==> src/rtl/smdu_pkg.sv <==
// Shared types, constants and helper functions for the multiply/divide unit.
`default_nettype none

package smdu_pkg;

    // Instruction word bit positions
    localparam int IMM_BIT  = 13;
    localparam int SIGN_BIT = 19;
    localparam int DIV_BIT  = 21;
    localparam int CC_BIT   = 23;

    // Number of one-bit divide stages
    localparam int DIV_STEPS = 32;

    // Default depth of the queue between front and back
    localparam int QUEUE_DEPTH = 2;

    typedef enum logic [1:0] {
        ST_DONE    = 2'd0,
        ST_UNIMP   = 2'd1,
        ST_DIVZERO = 2'd2
    } status_t;

    typedef struct packed {
        logic [31:0] instr;
        logic [31:0] rs1_value;
        logic [31:0] rs2_value;
        logic [31:0] y_in;
        logic [31:0] pc_in;
    } in_t;

    typedef struct packed {
        logic [1:0]  status;
        logic [4:0]  rd_index;
        logic        rd_write;
        logic [31:0] rd_value;
        logic        y_write;
        logic [31:0] y_out;
        logic        icc_write;
        logic [3:0]  icc;
        logic [31:0] next_pc;
        logic [31:0] next_npc;
    } out_t;

    // Classified operation, front to back
    typedef struct packed {
        logic [4:0]  rd_index;
        status_t     status;
        logic        is_div;
        logic        is_signed;
        logic        set_cc;
        logic        neg;
        logic [31:0] op_a;
        logic [31:0] op_b;
        logic [31:0] pc;
    } op_t;

    // One stage of the back pipeline
    typedef struct packed {
        logic [4:0]  rd_index;
        status_t     status;
        logic        is_div;
        logic        is_signed;
        logic        set_cc;
        logic        neg;
        logic [31:0] pc;
        logic [31:0] rem;
        logic [31:0] dvd;
        logic [31:0] dvs;
        logic [63:0] prod;
    } pipe_t;

    // One restoring division step; quotient bits shift into dvd
    function automatic pipe_t div_step(pipe_t p);
        logic [32:0] t;
        logic [32:0] d;
        logic        qb;
        pipe_t       r;
        t  = {p.rem, p.dvd[31]};
        d  = {1'b0, p.dvs};
        qb = (t >= d);
        r  = p;
        r.rem = qb ? 32'(t - d) : t[31:0];
        r.dvd = {p.dvd[30:0], qb};
        return r;
    endfunction

endpackage

`default_nettype wire

==> src/rtl/smdu_queue.sv <==
// Small FIFO of classified operations between front and back.
`default_nettype none

module smdu_queue #(
    parameter int DEPTH = smdu_pkg::QUEUE_DEPTH
) (
    input  wire logic            clk,
    input  wire logic            rst_n,
    input  wire logic            wr_en,
    input  smdu_pkg::op_t        wr_data,
    output logic                 full,
    input  wire logic            rd_en,
    output smdu_pkg::op_t        rd_data,
    output logic                 empty
);

    localparam int PW = (DEPTH > 1) ? $clog2(DEPTH) : 1;
    localparam int CW = $clog2(DEPTH + 1);

    smdu_pkg::op_t mem_reg [DEPTH];
    logic [PW-1:0] wr_ptr_reg, wr_ptr_next;
    logic [PW-1:0] rd_ptr_reg, rd_ptr_next;
    logic [CW-1:0] count_reg, count_next;

    assign full    = (count_reg == CW'(DEPTH));
    assign empty   = (count_reg == '0);
    assign rd_data = mem_reg[rd_ptr_reg];

    // Pointer and count update
    always_comb
    begin
        wr_ptr_next = wr_ptr_reg;
        rd_ptr_next = rd_ptr_reg;
        count_next  = count_reg;
        if (wr_en)
        begin
            wr_ptr_next = (wr_ptr_reg == PW'(DEPTH - 1)) ? '0 : PW'(wr_ptr_reg + 1'b1);
        end
        if (rd_en)
        begin
            rd_ptr_next = (rd_ptr_reg == PW'(DEPTH - 1)) ? '0 : PW'(rd_ptr_reg + 1'b1);
        end
        if (wr_en && !rd_en)
        begin
            count_next = CW'(count_reg + 1'b1);
        end
        else if (rd_en && !wr_en)
        begin
            count_next = CW'(count_reg - 1'b1);
        end
    end

    always_ff @(posedge clk or negedge rst_n)
    begin
        if (!rst_n)
        begin
            wr_ptr_reg <= '0;
            rd_ptr_reg <= '0;
            count_reg  <= '0;
        end
        else
        begin
            wr_ptr_reg <= wr_ptr_next;
            rd_ptr_reg <= rd_ptr_next;
            count_reg  <= count_next;
        end
    end

    // Storage
    always_ff @(posedge clk)
    begin
        if (wr_en)
        begin
            mem_reg[wr_ptr_reg] <= wr_data;
        end
    end

endmodule

`default_nettype wire

==> src/rtl/smdu_front.sv <==
// Front end: decodes and classifies instructions into the operation queue.
`default_nettype none

module smdu_front #(
    parameter int DEPTH = smdu_pkg::QUEUE_DEPTH
) (
    input  wire logic         clk,
    input  wire logic         rst_n,
    input  wire logic         push,
    input  smdu_pkg::in_t     in_item,
    output logic              full,
    input  wire logic         op_pop,
    output smdu_pkg::op_t     op_head,
    output logic              op_empty
);

    smdu_pkg::op_t op;
    logic [31:0]   b;
    logic [31:0]   want_y;
    logic          sgn;
    logic          q_full;

    // Operand selection and classification
    always_comb
    begin
        sgn = in_item.instr[smdu_pkg::SIGN_BIT];
        if (in_item.instr[smdu_pkg::IMM_BIT])
        begin
            b = {{19{in_item.instr[12]}}, in_item.instr[12:0]};
        end
        else
        begin
            b = in_item.rs2_value;
        end
        want_y = (sgn && in_item.rs1_value[31]) ? '1 : '0;

        op.rd_index  = in_item.instr[29:25];
        op.is_div    = in_item.instr[smdu_pkg::DIV_BIT];
        op.is_signed = sgn;
        op.set_cc    = in_item.instr[smdu_pkg::CC_BIT];
        op.neg       = sgn && (in_item.rs1_value[31] ^ b[31]);
        op.pc        = in_item.pc_in;
        op.status    = smdu_pkg::ST_DONE;
        op.op_a      = in_item.rs1_value;
        op.op_b      = b;
        if (op.is_div)
        begin
            if (in_item.y_in != want_y)
            begin
                op.status = smdu_pkg::ST_UNIMP;
            end
            else if (b == '0)
            begin
                op.status = smdu_pkg::ST_DIVZERO;
            end
            // signed divide works on magnitudes
            if (sgn && in_item.rs1_value[31])
            begin
                op.op_a = 32'(0) - in_item.rs1_value;
            end
            if (sgn && b[31])
            begin
                op.op_b = 32'(0) - b;
            end
        end
    end

    assign full = q_full;

    smdu_queue #(
        .DEPTH (DEPTH)
    ) u_queue (
        .clk     (clk),
        .rst_n   (rst_n),
        .wr_en   (push && !q_full),
        .wr_data (op),
        .full    (q_full),
        .rd_en   (op_pop),
        .rd_data (op_head),
        .empty   (op_empty)
    );

endmodule

`default_nettype wire

==> config.mk <==
export PLATFORM = sky130hd
export DESIGN_NAME = smdu_front
export DESIGN_NICKNAME = d
export VERILOG_FILES = /design/src/rtl/smdu_pkg.sv /design/src/rtl/smdu_queue.sv /design/src/rtl/smdu_front.sv
export SDC_FILE = /design/constraint.sdc
export NUM_CORES = 1
export LEC_CHECK = 0
export ABC_CLOCK_PERIOD_IN_PS = 17100
export BUFFER_PORTS_ARGS = -buffer_cell sky130_fd_sc_hd__buf_4
export CORE_ASPECT_RATIO = 0.5
export CORE_MARGIN = 8
export CORE_UTILIZATION = 30
export CTS_CLUSTER_DIAMETER = 80
export DETAILED_ROUTE_END_ITERATION = 16
export GPL_TIMING_DRIVEN = 0
export SYNTH_ARGS = -nofsm -noshare
export SYNTH_HDL_FRONTEND = slang
export SYNTH_SLANG_ARGS = --single-unit
export TNS_END_PERCENT = 50
==> constraint.sdc <==
create_clock -name clk -period 17.1 [get_ports clk]
set_input_delay 2.565 -clock clk [delete_from_list [all_inputs] [get_ports clk]]
set_output_delay 2.565 -clock clk [all_outputs]
set_load 0.02 [all_outputs]
# Yosys cells after proc, flatten, opt, wreduce, memory -nomap -nowiden
# Memory sizes are Yosys's and may differ from the RTL's.
# Cells that the tools add are included.
[totals]
memories = 1
in_bits = 164
ram_bits = 214
wordCells = 39
regBits = 4
[mem_list]
columns = ["memory", "depth", "word_bits", "rd", "rd_clocked_by_memory_dff", "write_ports", "line", "rtl"]
rows = [
  ["u_queue.mem_reg", 2, 107, 1, 0, 1, "smdu_queue.sv:20", "smdu_pkg::op_t mem_reg [DEPTH];"],
]
[classes]
eq_ne = 2
reduce_logical = 12
addsub = 6
bitwise_logic = 1
mux = 14
[op_table]
columns = ["cell", "count"]
rows = [
  ["$mux 32", 4],
  ["$mux 64", 1],
  ["$sub 1x32->32 const A", 2],
  ["$logic_not 32->1", 1],
  ["$ne 32x32->1", 1],
  ["$mux 2", 5],
  ["$logic_and 1x1->1", 6],
  ["$mux 1", 4],
  ["$logic_not 1->1", 3],
  ["$add 1x1->1 const B", 2],
  ["$add 2x1->2 const B", 1],
  ["$eq 2x2->1 const B", 1],
  ["$logic_not 2->1", 1],
  ["$reduce_bool 2->1", 1],
  ["$sub 2x1->2 const B", 1],
  ["$xor 1x1->1", 1],
]

# Depth between registers and ports, before layout
# Gate-level depths: netlist (run 1).
[depth]
depth_word = 7
ltp_mapped = 11

# Cells and area by module
# Synthesis (run 1) repeated with hierarchy kept, for this count alone.
[unflattened]
hier_cells = 682
hier_area_um2 = 10094.7
[modules_own_cells]
columns = ["module", "n_inst", "area_per_inst_um2", "cells_each"]
rows = [
  ["smdu_queue", 1, 7977.7, 349],
  ["smdu_front", 1, 2117.0, 333],
]

# Least setup slack after synthesis (run 1)
# No wires, ideal clock.
[synth_timing]
path_type = "input to register"
startpoint = "input push"
endpoint = "memory u_queue.mem_reg[0][0] (netlist bit) (enable)"
slack_ps = 9421
arrival_ps = 7105
required_ps = 16526
n_path_buf = 0
stages = 2
path_cell_list = "nand2_1 > nor2_1"
[synth_via]
elab_chain_len = 3
[synth_rtl]
columns = ["element", "line", "rtl"]
rows = [
  ["start: declaration", "smdu_front.sv:9", "input wire logic push,"],
  ["$logic_and 1x1->1", "smdu_front.sv:75", ".wr_en (push && !q_full),"],
  ["$mux 1", "smdu_queue.sv:72", "if (wr_en)"],
  ["$mux 1 (not written as such)", "smdu_queue.sv:74", "mem_reg[wr_ptr_reg] <= wr_data;"],
  ["end: declaration", "smdu_queue.sv:20", ""],
]
# No other way between the ends.

==> results of run 1 <==
per-stage QoR:
step,instances,util (%)
2_1_floorplan,658,-
3_3_place_gp,1361,37.9
3_5_place_dp,1367,38.3
4_1_cts,1409,40.4
5_1_grt,1409,40.4
6_report,1410,40.4
placed cells by master (no fill, tap or decap), types with 4 or more instances in the layout:
cell / netlist / routed
clkbuf_16: 0 / 23
clkinv_2: 0 / 6
o41ai_2: 4 / 4
buf_1: 4 / 4
or4_1: 11 / 11
xnor2_1: 24 / 24
nand2_1: 20 / 20
nor4b_1: 4 / 4
a21oi_1: 27 / 27
nor3_1: 16 / 16
buf_12: 0 / 5
inv_1: 11 / 11
dfrtp_1: 4 / 4
nand2b_1: 4 / 4
xor2_1: 35 / 35
mux2i_1: 12 / 12
edfxtp_1: 214 / 214
nor2_1: 23 / 22
clkbuf_1: 18 / 26
buf_4: 1 / 263
nand4_1: 10 / 10
nor4_1: 16 / 16
o31ai_1: 8 / 8
o21ai_0: 27 / 27
mux2_2: 108 / 108
or3_1: 7 / 7
cells in the mapped netlist (all sizes together), types with 2 or more instances:
library cell and number:
edfxtp 214, mux2 108, xor2 35, o21ai 29, a21oi 27, xnor2 24, nor2 23, nand2 20
clkbuf 18, nor3 17, nor4 16, mux2i 12, inv 11, or4 11, nand4 10, o31ai 8
buf 7, or3 7, o41ai 6, dfrtp 4, nand2b 4, nor4b 4, a211oi 3, and2 3
ha 3, nor3b 3, or4b 3, a31oi 2, a41o 2, and3 2, nand3 2, o211ai 2
o21a 2, o22ai 2, o311a 2
cells by family (layout without fill, tap and decap cells):
kind of cell | count (synthesis) | in the layout | share of synthesized area (%)
multiplexers | 120 | 120 | 13.5
other | 0 | 1 | 0
AND/OR/NAND/NOR | 128 | 128 | 7.34
flip-flops | 218 | 218 | 65.9
AO/OA/AOI/OAI | 93 | 93 | 6.26
adder cells (fa/ha/maj) | 3 | 3 | 0.379
XOR/XNOR | 59 | 59 | 5.21
buffers and inverters | 37 | 347 | 1.46
how the worst max path moves through the flow:
stage	start	endpoint	slack, ps	depth (start not counted)
floorplan	push	u_queue.mem_reg[0][0]$_DFFE_PP_	9420	2
global placement	push	u_queue.mem_reg[0][52]$_DFFE_PP_	6470	3
detailed placement	in_item[141]	u_queue.mem_reg[0][60]$_DFFE_PP_	10290	12
CTS	in_item[141]	u_queue.mem_reg[0][60]$_DFFE_PP_	10820	12
global route	in_item[141]	u_queue.mem_reg[1][54]$_DFFE_PP_	10460	12
finish	in_item[141]	u_queue.mem_reg[0][60]$_DFFE_PP_	10770	12
where the power goes:
part	internal [mW]	switching [mW]	leakage, nW
Combinational	0.332	0.442	2.44
Sequential	0.737	0.0267	2.04
Clock	0.257	0.199	0.338
layer usage:
metal | track usage (%) | vias up
met2 | 26.9 | 143
met1 | 14.7 | 3371
met5 | 0 | -
met4 | 5.91 | 0
met3 | 1.93 | 63
li1 | - | 3175
final cells by class:
type	instances	area share, %
multi-input cells	403	24.5
well taps	441	4.16
repair buffers	268	15.8
inverters	12	0.340
plain buffers	25	0.755
clock buffers	33	4.78
diodes	1	0.0189
clock inverters	9	0.349
flip-flops and latches	218	49.3
==> summary.md, run 1 <==
| Metric | Value |
|---|---|
| WP buf/inv | `4` |
| Max FFs per register | `214` |
| Placer Congestion | `slightly below 0.9` |
| Clk slew on worst S/H paths | `roughly 60 ps` |
| Initial antenna violation count | `0` |
| Fin nets | `1,118` |
| Count of input and output buffers | `~260` |
| Asr flop ratio synth | `under 10%` |
| GRT Util Overall | `roughly 14%` |
| WL met1 | `between 10,000 and 15,000 um` |
| Post-CTS Setup Inserts | `0` |
| R2R Setup Slk | `between 15,000 and 20,000 ps` |
| Number of gates resized after CTS | `0` |
| Post-Place Cell Area | `~13,000 sq um` |
| Starting Density | `a little under a third` |
| Num Clock Sinks | `about 220` |
| Clock Skew | `approximately 7.6 ps` |
| DRC | `0` |
| Hold depth | `1` |
| Min-delay src | `u_queue.count_reg[1]$_DFFE_PN0P_` |
| Post-DRT Antenna Nets | `0` |
| Core Area | `32,800 sq um` |
| Number of synthesis warnings | `0` |
| Clock Latency Late Sink | `about 510 ps` |
| Die H | `around 140 um` |
| DR WL met3 | `roughly 890 um` |
| Grt total ovfl | `0` |
| Worst Hold Class | `register to register` |
| Avg Vias per Cell | `roughly 4.8` |
| Fillers | `about 3,000` |
| Number of global-route vias before repair | `approximately 7,300` |
| Critical path's most frequent cell | `clkbuf_1` |
| Die area | `about 39,000 sq um` |
| Crit-path leading delay family | `buffers and inverters` |
| Largest net degree at the start of global routing | `45` |
| Tcrit/Tclk final | `a little under two fifths` |
| Synthesized flop and latch total | `218` |
| CP Class | `primary input to register` |
| Share of cells above drive strength 1 | `around 44%` |
| Register area | `6530 sq um` |
| Yosys top cell area share | `between 60% and 70%` |
| Final HPWL DP | `about 22,000 um` |
| Cts hold-fix bufs | `0` |
| Critical-path cell list | `buf_4, clkbuf_1, clkbuf_1, buf_1, mux2i_1, ha_1, nor4b_1, a22oi_1, a211o_1, o21ai_0, mux2_2, nor2_1` |
| P&R area growth vs syn | `33.7%` |
| Clock buffer count from CTS | `23` |
| Max rail drop VDD | `0.0695 mV` |
| Area of the multi-input gates | `approximately 3300 sq um` |
| Ys flop type | `edfxtp_1` |
| Slew Limit Fails | `0` |
| Number of max-cap violations | `0` |
| DRT Pass-1 Iters | `7` |
| Pwr dens | `150 nW/um^2` |
| IO Count | `approximately 270` |
| Tmin final | `6330 ps` |
| Max Buffers Root-to-Sink | `3` |
| Global-route wire length before repair | `~43,000 um` |
| Syn Inst Count | `around 660` |
| Sequential share of the synthesized area | `approximately two thirds` |
| Worst path required time | `between 15,000 and 20,000 ps` |
| Routed wire per std cell | `slightly above 20 um` |
| Setup TNS | `0 ps` |
| CP Launch Type | `primary input` |
| Met2 wire len | `~16,000 um` |
| Fmax | `about 160 MHz` |
| Die width | `approximately 270 um` |
| Final instance area | `~13,000 sq um` |
| Worst r2r src | `u_queue.count_reg[0]$_DFFE_PN0P_` |
| Area contributors post-synth | `edfxtp_1 (65%), mux2_2 (12%), xor2_1 (3.1%), xnor2_1 (2.1%), a21oi_1 (1.4%)` |
| Final Hold Vio Count | `0` |
| Dpl ws | `slightly above 10,000 ps` |
| Crit. End Element | `register` |
| Mapped Avg Cell Area | `between 15 and 20 sq um` |
| Setup WS post-layout | `~11,000 ps` |
| Post-synth EDFFs | `approximately 210` |
| Synth unique cells | `between 50 and 60` |
| Top Metal Used | `met4` |
| Total power | `about 2.0 mW` |
| Worst Path Max Fanout | `10` |
| Slew HR | `41.1%` |
| Outcome | `complete, no violations` |
| CTS tree | `yes` |
| Cell leakage power | `4.82 nW` |
| Detailed Route WL | `between 20,000 and 30,000 um` |
| RSZ-0062 raised after global routing | `no` |
| CTS H-Tree Depth | `1` |
| Mapped Area | `9910 sq um` |
| Top cell type by total area after synthesis | `edfxtp_1` |
| Worst-Margin Slew | `876 ps` |
| Critical Path Max Stage Delay | `660 ps` |
| WHS Endpoint | `u_queue.count_reg[1]$_DFFE_PN0P_` |
| Syn nets | `about 830` |
| CTS Root Cell | `clkbuf_16` |
| R2r worst-path depth | `4` |
| Final setup vio count | `0` |
| Cell Rows | `47` |
| CP max-delay cell | `buf_1` |
| Initial DRC count | `307` |
| Vias | `between 6,000 and 7,000` |
| CP arrival | `approximately 6600 ps` |
| Reg-to-Reg End | `u_queue.mem_reg[1][71]$_DFFE_PP_` |
| Worst hold slack | `507 ps` |
Note: power is estimated with default switching activity, not from simulation.
==> run 2, diff against run 1 <==
--- a/config.mk
+++ b/config.mk
@@ -5,7 +5,8 @@
 export SDC_FILE = /design/constraint.sdc
 export NUM_CORES = 1
 export LEC_CHECK = 0
-export ABC_CLOCK_PERIOD_IN_PS = 17100
+export ABC_AREA = 1
+export ABC_CLOCK_PERIOD_IN_PS = 6100
 export BUFFER_PORTS_ARGS = -buffer_cell sky130_fd_sc_hd__buf_4
 export CORE_ASPECT_RATIO = 0.5
 export CORE_MARGIN = 8
==> constraint.sdc (replaced) <==
create_clock -name clk -period 6.1 [get_ports clk]
set_input_delay 0.915 -clock clk [delete_from_list [all_inputs] [get_ports clk]]
set_output_delay 0.915 -clock clk [all_outputs]
set_load 0.02 [all_outputs]
==> summary.md, run 2 <==
| Metric | Value |
|---|---|
| Outcome | `complete, no violations` |
| RSZ-0062 raised after global routing | `no` |
| Setup WS post-layout | `2630 ps (-8140 ps)` |
| Crit-path leading delay family | `buffers and inverters` |
| Clock Latency Late Sink | `500 ps (about the same)` |
| Number of synthesis warnings | `0 (unchanged)` |
| Diode count | `0 (-1)` |
| Vias | `7,474 (+11%)` |
| Worst path required time | `5180 ps (-12,240 ps)` |
| Fin nets | `1,364 (+22%)` |
| Syn Inst Count | `903 (+37%)` |
| Synth unique cells | `38 (-31%)` |
| Max FFs per register | `214 (unchanged)` |
| Sequential share of the synthesized area | `61.7% (-4.1 points)` |
| Critical Path Max Stage Delay | `420 ps (-240 ps)` |
| Routed wire per std cell | `17.6 um (-14%)` |
| Yosys top cell area share | `60.8% (-4.1 points)` |
| Clock buffer count from CTS | `22 (-4.3%)` |
| CTS tree | `yes` |
| Cell Rows | `48 (+2.1%)` |
| R2r worst-path depth | `5 (+1)` |
| CTS H-Tree Depth | `1 (unchanged)` |
| Final setup vio count | `0 (unchanged)` |
| Placer Congestion | `0.899 (+1.5%)` |
| Cts hold-fix bufs | `0 (unchanged)` |
| Final core area utilization | `40.6% (+0.19 points)` |
| Area contributors post-synth | `edfxtp_1 (61%), mux2_2 (11%), nand2_1 (7.0%), nor2_1 (3.1%), inv_1 (2.7%)` |
| Worst Hold Class | `primary input to async pin` |
| CTS Root Cell | `clkbuf_16` |
| Commonest cells after routing, fill and taps aside | `buf_4 (265), edfxtp_1 (214), nand2_1 (197)` |
| Most common cell in the netlist | `edfxtp_1` |
| Detailed Route WL | `29,600 um (+3.4%)` |
| CP arrival | `2550 ps (-4090 ps)` |
| Asr flop ratio synth | `1.83% (unchanged)` |
| Core Area | `34,600 sq um (+5.4%)` |
| Critical path's most frequent cell | `buf_2` |
| Worst-Margin Slew | `680 ps (-196 ps)` |
| Pwr dens | `408 nW/um^2 (+170%)` |
| Fmax | `289 MHz` |
| Post-Place Cell Area | `13,300 sq um (+6.1%)` |
| Final instance area | `14,000 sq um (+5.9%)` |
| Mapped Area | `10,600 sq um (+6.7%)` |
| WP buf/inv | `4 (unchanged)` |
| Synth cell count leaders | `edfxtp_1 (214), nand2_1 (197), mux2_2 (107)` |
| Ys flop type | `edfxtp_1` |
| Total power | `5.72 mW (+190%)` |
| IO Count | `273 (unchanged)` |
| Post-CTS Setup Inserts | `0 (unchanged)` |
| Final Hold Vio Count | `0 (unchanged)` |
| Initial DRC count | `390 (+27%)` |
| Share of cells above drive strength 1 | `39.3% (-4.4 points)` |
| Crit. End Element | `output port` |
| CP Class | `register to output port` |
| Max Buffers Root-to-Sink | `3 (unchanged)` |
| Count of input and output buffers | `262 (unchanged)` |
| Final HPWL DP | `23,200 um (+6.8%)` |
| Die H | `149 um (+2.9%)` |
| Levels on crit path | `5 (-7)` |
| Clk slew on worst S/H paths | `60 ps (about the same)` |
| CP Launch Type | `register` |
| Initial antenna violation count | `0 (unchanged)` |
| Max rail drop VDD | `0.159 mV (+130%)` |
| Slew HR | `54.2% (+13 points)` |
| Avg Vias per Cell | `4.43 (-7.5%)` |
| Worst Path Max Fanout | `10 (unchanged)` |
| Largest net degree at the start of global routing | `31 (-31%)` |
| Cell leakage power | `5.73 nW (+19%)` |
| Num Clock Sinks | `218 (unchanged)` |
| CP max-delay cell | `clkbuf_1` |
| Dpl ws | `3080 ps (-7220 ps)` |
| Syn nets | `1,070 (+30%)` |
| Grt total ovfl | `0 (unchanged)` |
| Slew Limit Fails | `0 (unchanged)` |
| Tmin final | `3470 ps` |
| Post-synth EDFFs | `214 (unchanged)` |
| Tcrit/Tclk final | `between 50 and 60%` |
| Number of gates resized after CTS | `0 (unchanged)` |
| Starting Density | `30.6% (+0.37 points)` |
| Most common cell after layout, fill and taps aside | `buf_4` |
| Number of global-route vias before repair | `7,742 (+5.7%)` |
| P&R area growth vs syn | `32.7%` |
| Synthesized flop and latch total | `218 (unchanged)` |
| Die area | `41,900 sq um (+6.1%)` |
| DRT Pass-1 Iters | `5 (-2)` |
| Top cell type by total area after synthesis | `edfxtp_1` |
| Mapped Avg Cell Area | `11.7 sq um (-22%)` |
| DRC | `0 (unchanged)` |
| Critical-path cell list | `clkbuf_1, buf_2, buf_2, mux2_2, buf_4` |
| GRT Util Overall | `13.4% (-0.30 points)` |
| Global-route wire length before repair | `44,400 um (+3.8%)` |
| Die width | `282 um (+3.1%)` |
| Number of max-cap violations | `0 (unchanged)` |
| Clock Skew | `11.0 ps (+3.31 ps)` |
| Setup TNS | `0 ps (unchanged)` |
| Post-DRT Antenna Nets | `0 (unchanged)` |
[run 2: metrics by stage]
| step | hold slack, ps | std cells |
|---|---|---|
| 6_report | 196 | 1687 |
| 5_1_grt | 169 | 1687 |
| 4_1_cts | 175 | 1687 |
| 3_5_place_dp | 563 | 1648 |
| 3_3_place_gp | 503 | 1640 |
| 2_1_floorplan | 487 | 903 |
[run 2: worst paths after layout]
| path | end | from | slack [ps] |
|---|---|---|---|
| setup / recovery | op_head[87] | u_queue.rd_ptr_reg$_DFFE_PN0P_ | 2630 |
| max in group asynchronous | u_queue.rd_ptr_reg$_DFFE_PN0P_ | rst_n | 5810 |
| setup reg to reg | u_queue.mem_reg[0][53]$_DFFE_PP_ | u_queue.count_reg[1]$_DFFE_PN0P_ | 3990 |
| hold / removal | u_queue.count_reg[1]$_DFFE_PN0P_ | rst_n | 200 |
| hold reg to reg | u_queue.count_reg[0]$_DFFE_PN0P_ | u_queue.count_reg[0]$_DFFE_PN0P_ | 570 |
| min in group clk | u_queue.count_reg[0]$_DFFE_PN0P_ | u_queue.count_reg[0]$_DFFE_PN0P_ | 570 |
[run 2: area by class of cell]
cell class                      instances  area [sq um]
Buffer                                 26           155
Clock buffer                           28           594
Clock inverter                         11           101
Fill cell                            3316         20600
Inverter                               85           319
Multi-Input combinational cell        574          3590
Sequential cell                       218          6530
Tap cell                              475           594
Timing Repair Buffer                  270          2160
[run 2: cells by family (layout without fill, tap and decap cells)]
kind of cell / Yosys count / in the layout / synth area share, %
multiplexers: 107 / 107 / 11.4
flip-flops: 218 / 218 / 61.7
adder cells (fa/ha/maj): 3 / 3 / 0.355
buffers and inverters: 111 / 420 / 4.48
XOR/XNOR: 39 / 39 / 3.23
AND/OR/NAND/NOR: 387 / 387 / 16.6
AO/OA/AOI/OAI: 38 / 38 / 2.18
[run 2: layer usage]
layer / vias to the layer above / wire [um] / GRT usage, %
met2: 126 / 16600 / 26.8
met3: 61 / 727 / 1.36
met1: 3588 / 11100 / 14.5
li1: 3699 / - / -
met4: 0 / 1190 / 5.09
met5: - / 0 / 0
[run 2: report_power, final]
group          switching [mW]  total (mW)  internal [mW]
logic                    1.30        2.27          0.970
clock network           0.554        1.33          0.772
registers              0.0707        2.13           2.06
total                    1.92        5.72           3.80
[run 2: worst reg2reg max path: stages (launching register included)]
cell     delay (ps)
dfrtp_1         370
inv_1           110
o21ai_0         240
nor2_4          600
buf_16          250
buf_12          220
